===== config.mk =====
export PLATFORM = sky130hd
export DESIGN_NAME = meter_frame_receiver
export DESIGN_NICKNAME = d
export VERILOG_FILES = /design/src/rtl/mfr_pkg.sv /design/src/rtl/mfr_ram.sv /design/src/rtl/mfr_front.sv /design/src/rtl/mfr_back.sv /design/src/rtl/meter_frame_receiver.sv
export SDC_FILE = /design/constraint.sdc
export NUM_CORES = 1
export LEC_CHECK = 0
export BUFFER_PORTS_ARGS = -buffer_cell sky130_fd_sc_hd__buf_4
export CORE_MARGIN = 5
export CORE_UTILIZATION = 48
export DETAILED_ROUTE_END_ITERATION = 7
export GPL_TIMING_DRIVEN = 0
export PLACE_DENSITY_LB_ADDON = 0.2
export RECOVER_POWER = 50
export SLEW_MARGIN = 25
export SYNTH_ARGS = -nofsm -noshare
export SYNTH_HDL_FRONTEND = slang
export SYNTH_SLANG_ARGS = --single-unit

===== constraint.sdc =====
create_clock -name clock -period 9.9 [get_ports clock]
set_clock_uncertainty 0.15 [all_clocks]
set_input_delay 0.99 -clock clock [delete_from_list [all_inputs] [get_ports clock]]
set_output_delay 0.99 -clock clock [all_outputs]
set_load 0.05 [all_outputs]

===== src/rtl/mfr_pkg.sv =====
`default_nettype none
package mfr_pkg;

   localparam int BUFFER_BYTES_DEF   = 48;
   localparam int PREAMBLE_BYTES_DEF = 10;

   localparam logic [1:0] OP_BYTE  = 2'd0;
   localparam logic [1:0] OP_POLL  = 2'd1;
   localparam logic [1:0] OP_WDOG  = 2'd2;
   localparam logic [1:0] OP_NONE  = 2'd3;

   localparam logic [1:0] KIND_STATUS = 2'd0;
   localparam logic [1:0] KIND_WDOG   = 2'd1;
   localparam logic [1:0] KIND_FWD    = 2'd2;

   localparam logic [1:0] CSR_FRAME_HEAD   = 2'd0;
   localparam logic [1:0] CSR_POLL_LIMIT   = 2'd1;
   localparam logic [1:0] CSR_DATA_TIMEOUT = 2'd2;

   localparam logic [7:0] PASS_CODE     = 8'hAB;
   localparam logic [7:0] PREAMBLE_FILL = 8'hFE;
   localparam int         MIN_FRAME     = 22;
   localparam int         LEN_OVERHEAD  = 3;
   localparam int         DEC_FIRST     = 2;
   localparam int         DEC_LAST      = 19;
   localparam int         DEC_BYTES     = DEC_LAST - DEC_FIRST + 1;
   localparam logic [7:0] ERR_REVERSE   = 8'h08;
   localparam logic [7:0] ERR_TEMP      = 8'h10;
   localparam logic [7:0] ERR_PRESSURE  = 8'h20;

   typedef enum logic [1:0] {CMD_BYTE, CMD_POLL, CMD_WDOG} cmd_kind_type;

   typedef struct packed {
      cmd_kind_type kind;
      logic [7:0]   data;
   } cmd_entry_type;

   typedef struct packed {
      logic [7:0] frame_head;
      logic [7:0] poll_limit;
      logic [7:0] data_timeout;
   } cfg_type;

   typedef enum logic [2:0] {
      ST_IDLE, ST_B1, ST_SUM, ST_DEC, ST_COMMIT, ST_PRE, ST_FWD, ST_EMIT
   } back_state_type;

endpackage
`default_nettype wire


===== src/rtl/mfr_ram.sv =====
`default_nettype none
module mfr_ram #(
   parameter int WIDTH = 8,
   parameter int DEPTH = 48
) (
   input  wire logic                     clock,
   input  wire logic                     we,
   input  wire logic [$clog2(DEPTH)-1:0] waddr,
   input  wire logic [WIDTH-1:0]         wdata,
   input  wire logic [$clog2(DEPTH)-1:0] raddr,
   output logic      [WIDTH-1:0]         rdata
);
   logic [WIDTH-1:0] mem [0:DEPTH-1];

   always_ff @(posedge clock) begin
      if (we) begin
         mem[waddr] <= wdata;
      end
      rdata <= mem[raddr];
   end
endmodule
`default_nettype wire


===== src/rtl/mfr_front.sv =====
`default_nettype none
module mfr_front
   import mfr_pkg::*;
(
   input  wire logic          clock,
   input  wire logic          reset,
   input  wire logic          push,
   output logic               full,
   input  wire logic [1:0]    req_operation,
   input  wire logic [7:0]    req_rx_byte,
   output logic               cmd_valid,
   output cmd_entry_type      cmd,
   input  wire logic          cmd_take
);
   cmd_entry_type q_ff [0:1];
   logic       wp_ff, wp_in, rp_ff, rp_in;
   logic [1:0] cnt_ff, cnt_in;
   logic       keep;
   logic       wr;
   cmd_entry_type ent;

   assign full      = (cnt_ff == 2'd2);
   assign cmd_valid = (cnt_ff != 2'd0);
   assign cmd       = q_ff[rp_ff];

   always_comb begin
      keep      = 1'b1;
      ent.data  = req_rx_byte;
      ent.kind  = CMD_BYTE;
      unique case (req_operation)
         OP_BYTE: ent.kind = CMD_BYTE;
         OP_POLL: ent.kind = CMD_POLL;
         OP_WDOG: ent.kind = CMD_WDOG;
         default: keep = 1'b0;  // drop unused operation code
      endcase
      wr     = push && !full && keep;
      wp_in  = wr ? !wp_ff : wp_ff;
      rp_in  = cmd_take ? !rp_ff : rp_ff;
      cnt_in = cnt_ff + {1'b0, wr} - {1'b0, cmd_take};
   end

   always_ff @(posedge clock) begin
      if (reset) begin
         wp_ff  <= 1'b0;
         rp_ff  <= 1'b0;
         cnt_ff <= 2'd0;
      end else begin
         wp_ff  <= wp_in;
         rp_ff  <= rp_in;
         cnt_ff <= cnt_in;
      end
      if (wr) begin
         q_ff[wp_ff] <= ent;
      end
   end
endmodule
`default_nettype wire


===== src/rtl/mfr_back.sv =====
`default_nettype none
module mfr_back
   import mfr_pkg::*;
#(
   parameter int BUFFER_BYTES   = BUFFER_BYTES_DEF,
   parameter int PREAMBLE_BYTES = PREAMBLE_BYTES_DEF
) (
   input  wire logic          clock,
   input  wire logic          reset,
   input  wire cfg_type       cfg,
   input  wire logic          cmd_valid,
   input  wire cmd_entry_type cmd,
   output logic               cmd_take,
   output logic               empty,
   input  wire logic          pop,
   output logic [1:0]         rsp_kind,
   output logic [7:0]         rsp_out_byte,
   output logic               rsp_last,
   output logic [31:0]        rsp_flow_rate,
   output logic [31:0]        rsp_volume,
   output logic [15:0]        rsp_temperature,
   output logic [15:0]        rsp_pressure,
   output logic [7:0]         rsp_direction,
   output logic [7:0]         rsp_meter_type,
   output logic [7:0]         rsp_error_flags,
   output logic               rsp_measure_error,
   output logic               rsp_inspection_mode
);
   localparam int LW = $clog2(BUFFER_BYTES);
   localparam int PW = (PREAMBLE_BYTES > 1) ? $clog2(PREAMBLE_BYTES) : 1;

   back_state_type st_ff, st_in;
   logic [LW-1:0] len_ff, len_in, ptr_ff, ptr_in;
   logic [PW-1:0] cnt_ff, cnt_in;
   logic [7:0]    head_ff, head_in, pc_ff, pc_in, wd_ff, wd_in, sum_ff, sum_in;
   logic          sess_ff, sess_in, bsp_ff, bsp_in;
   logic [31:0]   flow_ff, flow_in, vol_ff, vol_in;
   logic [15:0]   temp_ff, temp_in, pres_ff, pres_in;
   logic [7:0]    dir_ff, dir_in, type_ff, type_in, err_ff, err_in;
   logic          me_ff, me_in, insp_ff, insp_in;
   logic [1:0]    ek_ff, ek_in;
   logic [7:0]    sh_ff [0:DEC_BYTES-1];
   logic          shift;

   logic          ram_we;
   logic [LW-1:0] ram_waddr, len_eff;
   logic [7:0]    ram_q, byte0;

   logic          out_vld_ff, out_free, load;
   logic [1:0]    ld_kind;
   logic [7:0]    ld_byte;
   logic          ld_last;

   mfr_ram #(.WIDTH(8), .DEPTH(BUFFER_BYTES)) u_buf (
      .clock (clock),
      .we    (ram_we),
      .waddr (ram_waddr),
      .wdata (cmd.data),
      .raddr (ptr_in),
      .rdata (ram_q)
   );

   assign out_free = !out_vld_ff || pop;
   assign empty    = !out_vld_ff;

   always_comb begin
      st_in = st_ff;  len_in = len_ff;  ptr_in = ptr_ff;  cnt_in = cnt_ff;
      head_in = head_ff;  pc_in = pc_ff;  wd_in = wd_ff;  sum_in = sum_ff;
      sess_in = sess_ff;  bsp_in = bsp_ff;  flow_in = flow_ff;  vol_in = vol_ff;
      temp_in = temp_ff;  pres_in = pres_ff;  dir_in = dir_ff;  type_in = type_ff;
      err_in = err_ff;  me_in = me_ff;  insp_in = insp_ff;  ek_in = ek_ff;
      cmd_take = 1'b0;  ram_we = 1'b0;  ram_waddr = len_ff;  len_eff = len_ff;
      byte0 = head_ff;  shift = 1'b0;
      load = 1'b0;  ld_kind = KIND_STATUS;  ld_byte = 8'h00;  ld_last = 1'b1;
      unique case (st_ff)
         ST_IDLE: begin
            if (cmd_valid) begin
               cmd_take = 1'b1;
               unique case (cmd.kind)
                  CMD_BYTE: begin
                     if (!sess_ff) begin
                        len_eff = '0;
                        pc_in   = 8'd0;
                        sess_in = 1'b1;
                     end
                     ram_we    = 1'b1;
                     ram_waddr = len_eff;
                     byte0     = (len_eff == '0) ? cmd.data : head_ff;
                     head_in   = byte0;
                     len_in    = len_eff;
                     if (byte0 == cfg.frame_head) begin
                        len_in = (len_eff == LW'(BUFFER_BYTES - 1)) ? '0 : len_eff + 1'b1;
                     end
                     bsp_in = 1'b1;
                  end
                  CMD_POLL: begin
                     if (sess_ff) begin
                        if (pc_ff >= cfg.poll_limit) begin
                           len_in = '0;  pc_in = 8'd0;  sess_in = 1'b0;
                        end else if (head_ff == cfg.frame_head && len_ff != '0) begin
                           if (!bsp_ff) begin
                              if (7'(len_ff) < 7'(MIN_FRAME)) begin
                                 len_in = '0;  pc_in = 8'd0;  sess_in = 1'b0;
                              end else begin
                                 ptr_in = LW'(1);
                                 st_in  = ST_B1;
                              end
                           end else begin
                              bsp_in = 1'b0;
                              pc_in  = pc_ff + 8'd1;
                           end
                        end else begin
                           len_in = '0;
                           pc_in  = pc_ff + 8'd1;
                        end
                     end
                  end
                  CMD_WDOG: begin
                     if (wd_ff < cfg.data_timeout) begin
                        wd_in = wd_ff + 8'd1;
                        if (wd_ff + 8'd1 >= 8'd2) begin
                           flow_in = 32'd0;
                        end
                     end else begin
                        me_in = 1'b1;
                     end
                     ek_in = KIND_WDOG;
                     st_in = ST_EMIT;
                  end
                  default: ;
               endcase
            end
         end
         ST_B1: begin
            // ram_q holds byte 1 here
            if (ram_q == PASS_CODE) begin
               ptr_in = '0;
               cnt_in = '0;
               st_in  = (PREAMBLE_BYTES == 0) ? ST_FWD : ST_PRE;
            end else if (9'(len_ff) == 9'(ram_q) + 9'(LEN_OVERHEAD)) begin
               sum_in = 8'd0;
               st_in  = ST_SUM;
            end else begin
               len_in = '0;  pc_in = 8'd0;  sess_in = 1'b0;
               st_in  = ST_IDLE;
            end
         end
         ST_SUM: begin
            if (ptr_ff == len_ff - LW'(2)) begin
               if (sum_ff == ram_q) begin
                  ptr_in = LW'(DEC_FIRST);
                  st_in  = ST_DEC;
               end else begin
                  len_in = '0;  pc_in = 8'd0;  sess_in = 1'b0;
                  st_in  = ST_IDLE;
               end
            end else begin
               sum_in = sum_ff + ram_q;
               ptr_in = ptr_ff + 1'b1;
            end
         end
         ST_DEC: begin
            shift = 1'b1;
            if (ptr_ff == LW'(DEC_LAST)) begin
               st_in = ST_COMMIT;
            end else begin
               ptr_in = ptr_ff + 1'b1;
            end
         end
         ST_COMMIT: begin
            // shift line holds bytes 2..19 in order
            if (sh_ff[11] == 8'd0) begin
               temp_in = {sh_ff[9], sh_ff[10]};
            end
            if (sh_ff[14] == 8'd0) begin
               pres_in = {sh_ff[12], sh_ff[13]};
            end
            flow_in = {sh_ff[0], sh_ff[1], sh_ff[2], sh_ff[3]};
            vol_in  = {sh_ff[4], sh_ff[5], sh_ff[6], sh_ff[7]};
            dir_in  = sh_ff[16];
            type_in = sh_ff[15];
            insp_in = (sh_ff[8] != 8'd0);
            err_in  = err_ff | sh_ff[17]
                    | ((sh_ff[16] == 8'd0) ? ERR_REVERSE : 8'h00)
                    | ((sh_ff[11] != 8'd0) ? ERR_TEMP : 8'h00)
                    | ((sh_ff[14] != 8'd0) ? ERR_PRESSURE : 8'h00);
            me_in   = 1'b0;
            wd_in   = 8'd0;
            len_in  = '0;  pc_in = 8'd0;  sess_in = 1'b0;
            ek_in   = KIND_STATUS;
            st_in   = ST_EMIT;
         end
         ST_PRE: begin
            if (out_free) begin
               load    = 1'b1;
               ld_kind = KIND_FWD;
               ld_byte = PREAMBLE_FILL;
               ld_last = 1'b0;
               if (cnt_ff == PW'(PREAMBLE_BYTES - 1)) begin
                  st_in = ST_FWD;
               end else begin
                  cnt_in = cnt_ff + 1'b1;
               end
            end
         end
         ST_FWD: begin
            if (out_free) begin
               load    = 1'b1;
               ld_kind = KIND_FWD;
               ld_byte = ram_q;
               ld_last = (ptr_ff == len_ff - LW'(1));
               if (ld_last) begin
                  len_in = '0;  pc_in = 8'd0;  sess_in = 1'b0;
                  st_in  = ST_IDLE;
               end else begin
                  ptr_in = ptr_ff + 1'b1;
               end
            end
         end
         ST_EMIT: begin
            if (out_free) begin
               load    = 1'b1;
               ld_kind = ek_ff;
               st_in   = ST_IDLE;
            end
         end
         default: st_in = ST_IDLE;
      endcase
   end

   always_ff @(posedge clock) begin
      if (reset) begin
         st_ff <= ST_IDLE;  len_ff <= '0;  ptr_ff <= '0;  cnt_ff <= '0;
         head_ff <= 8'd0;  pc_ff <= 8'd0;  wd_ff <= 8'd0;  sum_ff <= 8'd0;
         sess_ff <= 1'b0;  bsp_ff <= 1'b0;  flow_ff <= 32'd0;  vol_ff <= 32'd0;
         temp_ff <= 16'd0;  pres_ff <= 16'd0;  dir_ff <= 8'd1;  type_ff <= 8'd0;
         err_ff <= 8'd0;  me_ff <= 1'b1;  insp_ff <= 1'b0;  ek_ff <= KIND_STATUS;
         out_vld_ff <= 1'b0;
      end else begin
         st_ff <= st_in;  len_ff <= len_in;  ptr_ff <= ptr_in;  cnt_ff <= cnt_in;
         head_ff <= head_in;  pc_ff <= pc_in;  wd_ff <= wd_in;  sum_ff <= sum_in;
         sess_ff <= sess_in;  bsp_ff <= bsp_in;  flow_ff <= flow_in;  vol_ff <= vol_in;
         temp_ff <= temp_in;  pres_ff <= pres_in;  dir_ff <= dir_in;  type_ff <= type_in;
         err_ff <= err_in;  me_ff <= me_in;  insp_ff <= insp_in;  ek_ff <= ek_in;
         if (load) begin
            out_vld_ff <= 1'b1;
         end else if (pop) begin
            out_vld_ff <= 1'b0;
         end
      end
      if (shift) begin
         for (int i = 0; i < DEC_BYTES - 1; i++) begin
            sh_ff[i] <= sh_ff[i+1];
         end
         sh_ff[DEC_BYTES-1] <= ram_q;
      end
      if (load) begin
         rsp_kind            <= ld_kind;
         rsp_out_byte        <= ld_byte;
         rsp_last            <= ld_last;
         rsp_flow_rate       <= flow_ff;
         rsp_volume          <= vol_ff;
         rsp_temperature     <= temp_ff;
         rsp_pressure        <= pres_ff;
         rsp_direction       <= dir_ff;
         rsp_meter_type      <= type_ff;
         rsp_error_flags     <= err_ff;
         rsp_measure_error   <= me_ff;
         rsp_inspection_mode <= insp_ff;
      end
   end
endmodule
`default_nettype wire


===== src/rtl/meter_frame_receiver.sv =====
// A byte word passes through the command queue and is then written to the frame buffer; a
// watchdog word passes through the queue and the watchdog update to ST_EMIT; a poll that
// checks a frame walks ST_B1, ST_SUM, ST_DEC and ST_COMMIT to ST_EMIT; a forwarded frame
// walks ST_B1, ST_PRE and ST_FWD, one result word a cycle while the output word is free.
// Throughput: set by the single frame buffer port, one byte per cycle unless output is held.
// Reset: synchronous, active high; clears the command queue, the output word
// and all frame and status state; no clearing pass is needed.
`default_nettype none
module meter_frame_receiver
   import mfr_pkg::*;
#(
   parameter int BUFFER_BYTES   = BUFFER_BYTES_DEF,
   parameter int PREAMBLE_BYTES = PREAMBLE_BYTES_DEF
) (
   input  wire logic        clock,
   input  wire logic        reset,
   input  wire logic        push,
   output logic             full,
   input  wire logic [1:0]  req_operation,
   input  wire logic [7:0]  req_rx_byte,
   output logic             empty,
   input  wire logic        pop,
   output logic [1:0]       rsp_kind,
   output logic [7:0]       rsp_out_byte,
   output logic             rsp_last,
   output logic [31:0]      rsp_flow_rate,
   output logic [31:0]      rsp_volume,
   output logic [15:0]      rsp_temperature,
   output logic [15:0]      rsp_pressure,
   output logic [7:0]       rsp_direction,
   output logic [7:0]       rsp_meter_type,
   output logic [7:0]       rsp_error_flags,
   output logic             rsp_measure_error,
   output logic             rsp_inspection_mode,
   input  wire logic        csr_we,
   input  wire logic [1:0]  csr_index,
   input  wire logic [7:0]  csr_wdata
);
   cfg_type       cfg_ff;
   logic          cmd_valid, cmd_take;
   cmd_entry_type cmd;

   always_ff @(posedge clock) begin
      if (reset) begin
         cfg_ff.frame_head   <= 8'd0;
         cfg_ff.poll_limit   <= 8'd100;
         cfg_ff.data_timeout <= 8'd20;
      end else if (csr_we) begin
         unique case (csr_index)
            CSR_FRAME_HEAD:   cfg_ff.frame_head   <= csr_wdata;
            CSR_POLL_LIMIT:   cfg_ff.poll_limit   <= csr_wdata;
            CSR_DATA_TIMEOUT: cfg_ff.data_timeout <= csr_wdata;
            default: ;
         endcase
      end
   end

   mfr_front u_front (
      .clock         (clock),
      .reset         (reset),
      .push          (push),
      .full          (full),
      .req_operation (req_operation),
      .req_rx_byte   (req_rx_byte),
      .cmd_valid     (cmd_valid),
      .cmd           (cmd),
      .cmd_take      (cmd_take)
   );

   mfr_back #(
      .BUFFER_BYTES   (BUFFER_BYTES),
      .PREAMBLE_BYTES (PREAMBLE_BYTES)
   ) u_back (
      .clock               (clock),
      .reset               (reset),
      .cfg                 (cfg_ff),
      .cmd_valid           (cmd_valid),
      .cmd                 (cmd),
      .cmd_take            (cmd_take),
      .empty               (empty),
      .pop                 (pop),
      .rsp_kind            (rsp_kind),
      .rsp_out_byte        (rsp_out_byte),
      .rsp_last            (rsp_last),
      .rsp_flow_rate       (rsp_flow_rate),
      .rsp_volume          (rsp_volume),
      .rsp_temperature     (rsp_temperature),
      .rsp_pressure        (rsp_pressure),
      .rsp_direction       (rsp_direction),
      .rsp_meter_type      (rsp_meter_type),
      .rsp_error_flags     (rsp_error_flags),
      .rsp_measure_error   (rsp_measure_error),
      .rsp_inspection_mode (rsp_inspection_mode)
   );
endmodule
`default_nettype wire

==> metrics.md <==
| Metric | Value |
|---|---|
| Status | finished, violations left |
| Failing checks | max-capacitance violations, max-slew violations |
| Sink Count | 895 |
| Slew headroom | -52.76% |
| Required time worst endpoint | 9980 ps |
| Post-CTS setup buffers | 0 |
| Crit Path Class | flip-flop to flip-flop |
| Reg-to-Reg Start | u_back.st_ff[0] |
| RR Endpoint | u_back.sh_ff[3][2] |
| Sequential share of the synthesized area | 72.00% |
| Clock Power Share | 34.8% |
| Critical Path Source Type | flip-flop |
| CP max FO | 40 |
| HPWL Detailed | 54710 microns |
| Initial DRT Pass Iterations | 6 |
| Clk root buf | clkbuf_16 |
| Chip height | 277.5 microns |
| Drt wl/cell | 22.05 microns |
| Hold-fix buffers, CTS | 0 |
| Finished Cell Area | 0.03978 sq mm |
| Int Pwr | 7.142 mW |
| Switch share | 28.92% |
| Via count | 20300 |
| Crit path time final | 5648 ps |
| Setup violators final | 0 |
| Crit path launch | u_back.st_ff[0] |
| Placed insts | 3479 |
| Max rail drop VDD | 0.1831 mV |
| Final Hold Fails | 0 |
| Effective utilization at floorplan | 48.22% |
| Nets@finish | 2689 |
| Vias in the first global route | 20210 |
| Core ar. | 0.07124 sq mm |
| Die W | 277.5 microns |
| Cell Pwr Density | 252.6 mW/mm^2 |
| Cells along the critical path | nor2b_1 > and2_0 > clkbuf_1 > clkbuf_1 > clkbuf_1 |
| End point of the critical path | u_back.sh_ff[3][2] |
| Final ANT Viol Nets | 0 |
| Cell area after synthesis | 0.03435 sq mm |
| Post-CTS sizing | 0 |
| CP Capture Type | flip-flop |
| Tcrit/Tclk final | 57.05% |
| Synth Flop Type | edfxtp_1 |
| Maxcap violations | 10 |
| Placement Cell Area | 0.03695 sq mm |
| # rows | 98 |
| Per-instance average area after synthesis | 14.54 sq um |
| Largest net degree at the start of global routing | 51 |
| GR Util met2 | 34.39% |
| Hold Crit Class | flip-flop to flip-flop |
| RD Place Congestion | 0.8568 |
| Unrepaired setup endpoints after global routing | false |
| Pleak | 14.13 nW |
| Clock Latency Late Sink | 650 ps |
| Max frequency | 177.1 MHz |
| EDFF count, synth | 681 |
| GR Util met1 | 25.98% |
| I/O Buffers | 158 |
| TritonCTS clock tree | built |
| Layout cells sized above 1 | 13.75% |
| Sw Pwr | 2.906 mW |
| Global-route usage over all layers | 20.38% |
| Clock Tree Buf Depth | 3 |
| # DRC | 0 |
| Cells after Synth | 2362 |
| Critical Path AT | 5720 ps |
| Worst hold margin | 275.0 ps |
| Syn. warnings | 0 |
| GRT met3 Usage | 4.149% |
| I/O pins | 160 |
| CP max stage delay | 1650 ps |
| Layout Cells excl Fill | 3649 |
| Initial antenna violation count | 0 |
| Area of the die | 0.07701 sq mm |
| Part of the power in registers | 45.5% |
| 1st-iter DRT viols | 1912 |
| Asr flop ratio synth | 0% |
| Max Slew Vio Count | 460 |
| GRT busiest layer | met2 |
| Comb pwr share | 19.7% |
| Total grt overflow | 0 |
| Reg2Reg Depth | 5 |
| TritonCTS Buffers | 91 |
| Seq cells post-synth | 895 |
| R2R Setup Slk | 4250 ps |
| Post-synthesis cell type count | 79 |
| Post-Route WL | 80470 microns |
| Most frequent CP cell | clkbuf_1 |
| Post-DR vias/cell | 5.563 |
| First-pass GRT wire length | 121400 microns |
| Area Overhead vs Synth | 15.80% |
| Ant. Diodes | 0 |
| CP max-delay cell | clkbuf_1 |
| Tightest Pin Transition | 2291 ps |
| Syn Nets | 2429 |
| Clk pin slew, worst setup/hold paths | 60 ps |
| CTS HTree Levels | 3 |
worst max-delay path, delay by kind of cell (launching register included):
family | cells | cell delay [ps]
flops | 1 | 410
buf+inv | 3 | 4290
simple gates | 2 | 330
logic make-up (layout without fill, tap and decap cells):
kind of cell / Yosys count / count (layout) / synth area share [%]
DFF: 895 / 895 / 72.00
and+or+nand+nor: 689 / 689 / 9.325
AOI/OAI and AO/OA: 334 / 334 / 6.895
muxes: 184 / 184 / 6.586
buffers and inverters: 158 / 495 / 2.109
xor gates and xnor gates: 60 / 60 / 1.530
adders and majority gates: 42 / 42 / 1.552
synth_stat cells (all sizes together) (17+ instances only):
library cell / count / share of area, %
nand4: 27 / 0.49
mux2i: 136 / 4.0
a21oi: 108 / 1.6
a211oi: 28 / 0.61
nor4: 23 / 0.46
nand2: 239 / 2.6
buf: 52 / 0.95
xnor2: 28 / 0.71
nor3: 30 / 0.48
nand3: 68 / 1.0
dfxtp: 214 / 12
a21o: 17 / 0.37
clkbuf: 66 / 0.72
a22o: 32 / 0.82
xor2: 32 / 0.82
inv: 40 / 0.44
ha: 41 / 1.5
o21ai: 37 / 0.54
a311oi: 26 / 0.66
o2111a: 17 / 0.56
nor2: 201 / 2.3
edfxtp: 681 / 60
mux4: 32 / 2.1
and2: 30 / 0.55
a22oi: 18 / 0.43
final cells by class:
class | count | area (sq um)
Clock inverter | 46 | 545.5
Inverter | 40 | 150.1
Multi-Input combinational cell | 1309 | 8900
Fill cell | 5733 | 31460
Clock buffer | 124 | 2542
Buffer | 118 | 574.3
Timing Repair Buffer | 167 | 1144
Tap cell | 950 | 1189
Sequential cell | 895 | 24730
state kept, by name (all words and copies together), names as in the netlist, 20 cells and up, named ones only:
signal and count:
u_back.vol_ff 32, cfg_ff 24, u_back.rsp_volume 32, u_back.flow_ff 32, u_front.q_ff 20, u_back.sh_ff 144
u_back.rsp_flow_rate 32, u_back.u_buf.mem 384
through the flow:
stage	power (mW)	setup WS, ps	setup TNS (ps)	util, %
floorplan	5.962	2514	0	-
global placement	6.606	-246.5	-30700	51.55
detailed placement	6.648	4701	0	51.86
CTS	10.13	4662	0	56.20
global route	10.45	3692	0	55.84
finish	10.05	4252	0	55.84
metal layers:
metal	up-vias	share of wire [%]
met3	190	6.8
met4	0	4.5
li1	9400	-
met1	10000	40
met2	707	49
met5	-	0
layout by cell type (no fill, tap or decap), drive strengths merged, types with 31 or more instances in the layout:
| cell type | n |
|---|---|
| nand3 | 68 |
| clkbuf | 248 |
| nand2 | 239 |
| inv | 45 |
| xor2 | 32 |
| mux2i | 136 |
| a21oi | 108 |
| edfxtp | 681 |
| dfxtp | 214 |
| nor2 | 201 |
| buf | 161 |
| clkinv | 31 |
| mux4 | 32 |
| ha | 41 |
| a22o | 32 |
| o21ai | 37 |
power by group through the flow:
| stage | Clock, mW | Combinational, mW | Sequential (mW) |
|---|---|---|---|
| after CTS | 3.56 | 2.02 | 4.56 |
| final | 3.50 | 1.98 | 4.57 |
| after global placement | 0 | 1.94 | 4.67 |
| after floorplan | 0 | 1.26 | 4.70 |
| after global routing | 3.72 | 2.14 | 4.59 |
| after detailed placement | 0 | 2.01 | 4.64 |
worst min path at each step:
| stage | slack, ps | end | start | depth (start not counted) |
|---|---|---|---|---|
| floorplan | 260 | u_back.rsp_pressure[0] | u_back.pres_ff[0] | 0 |
| global placement | 260 | u_back.rsp_volume[21] | u_back.vol_ff[21] | 0 |
| detailed placement | 260 | u_back.rsp_volume[23] | u_back.vol_ff[23] | 0 |
| CTS | 280 | u_back.rsp_volume[23] | u_back.vol_ff[23] | 0 |
| global route | 290 | u_back.rsp_pressure[11] | u_back.pres_ff[11] | 0 |
| finish | 280 | u_back.rsp_flow_rate[22] | u_back.flow_ff[22] | 0 |
Power figures use the tool's default switching activity.
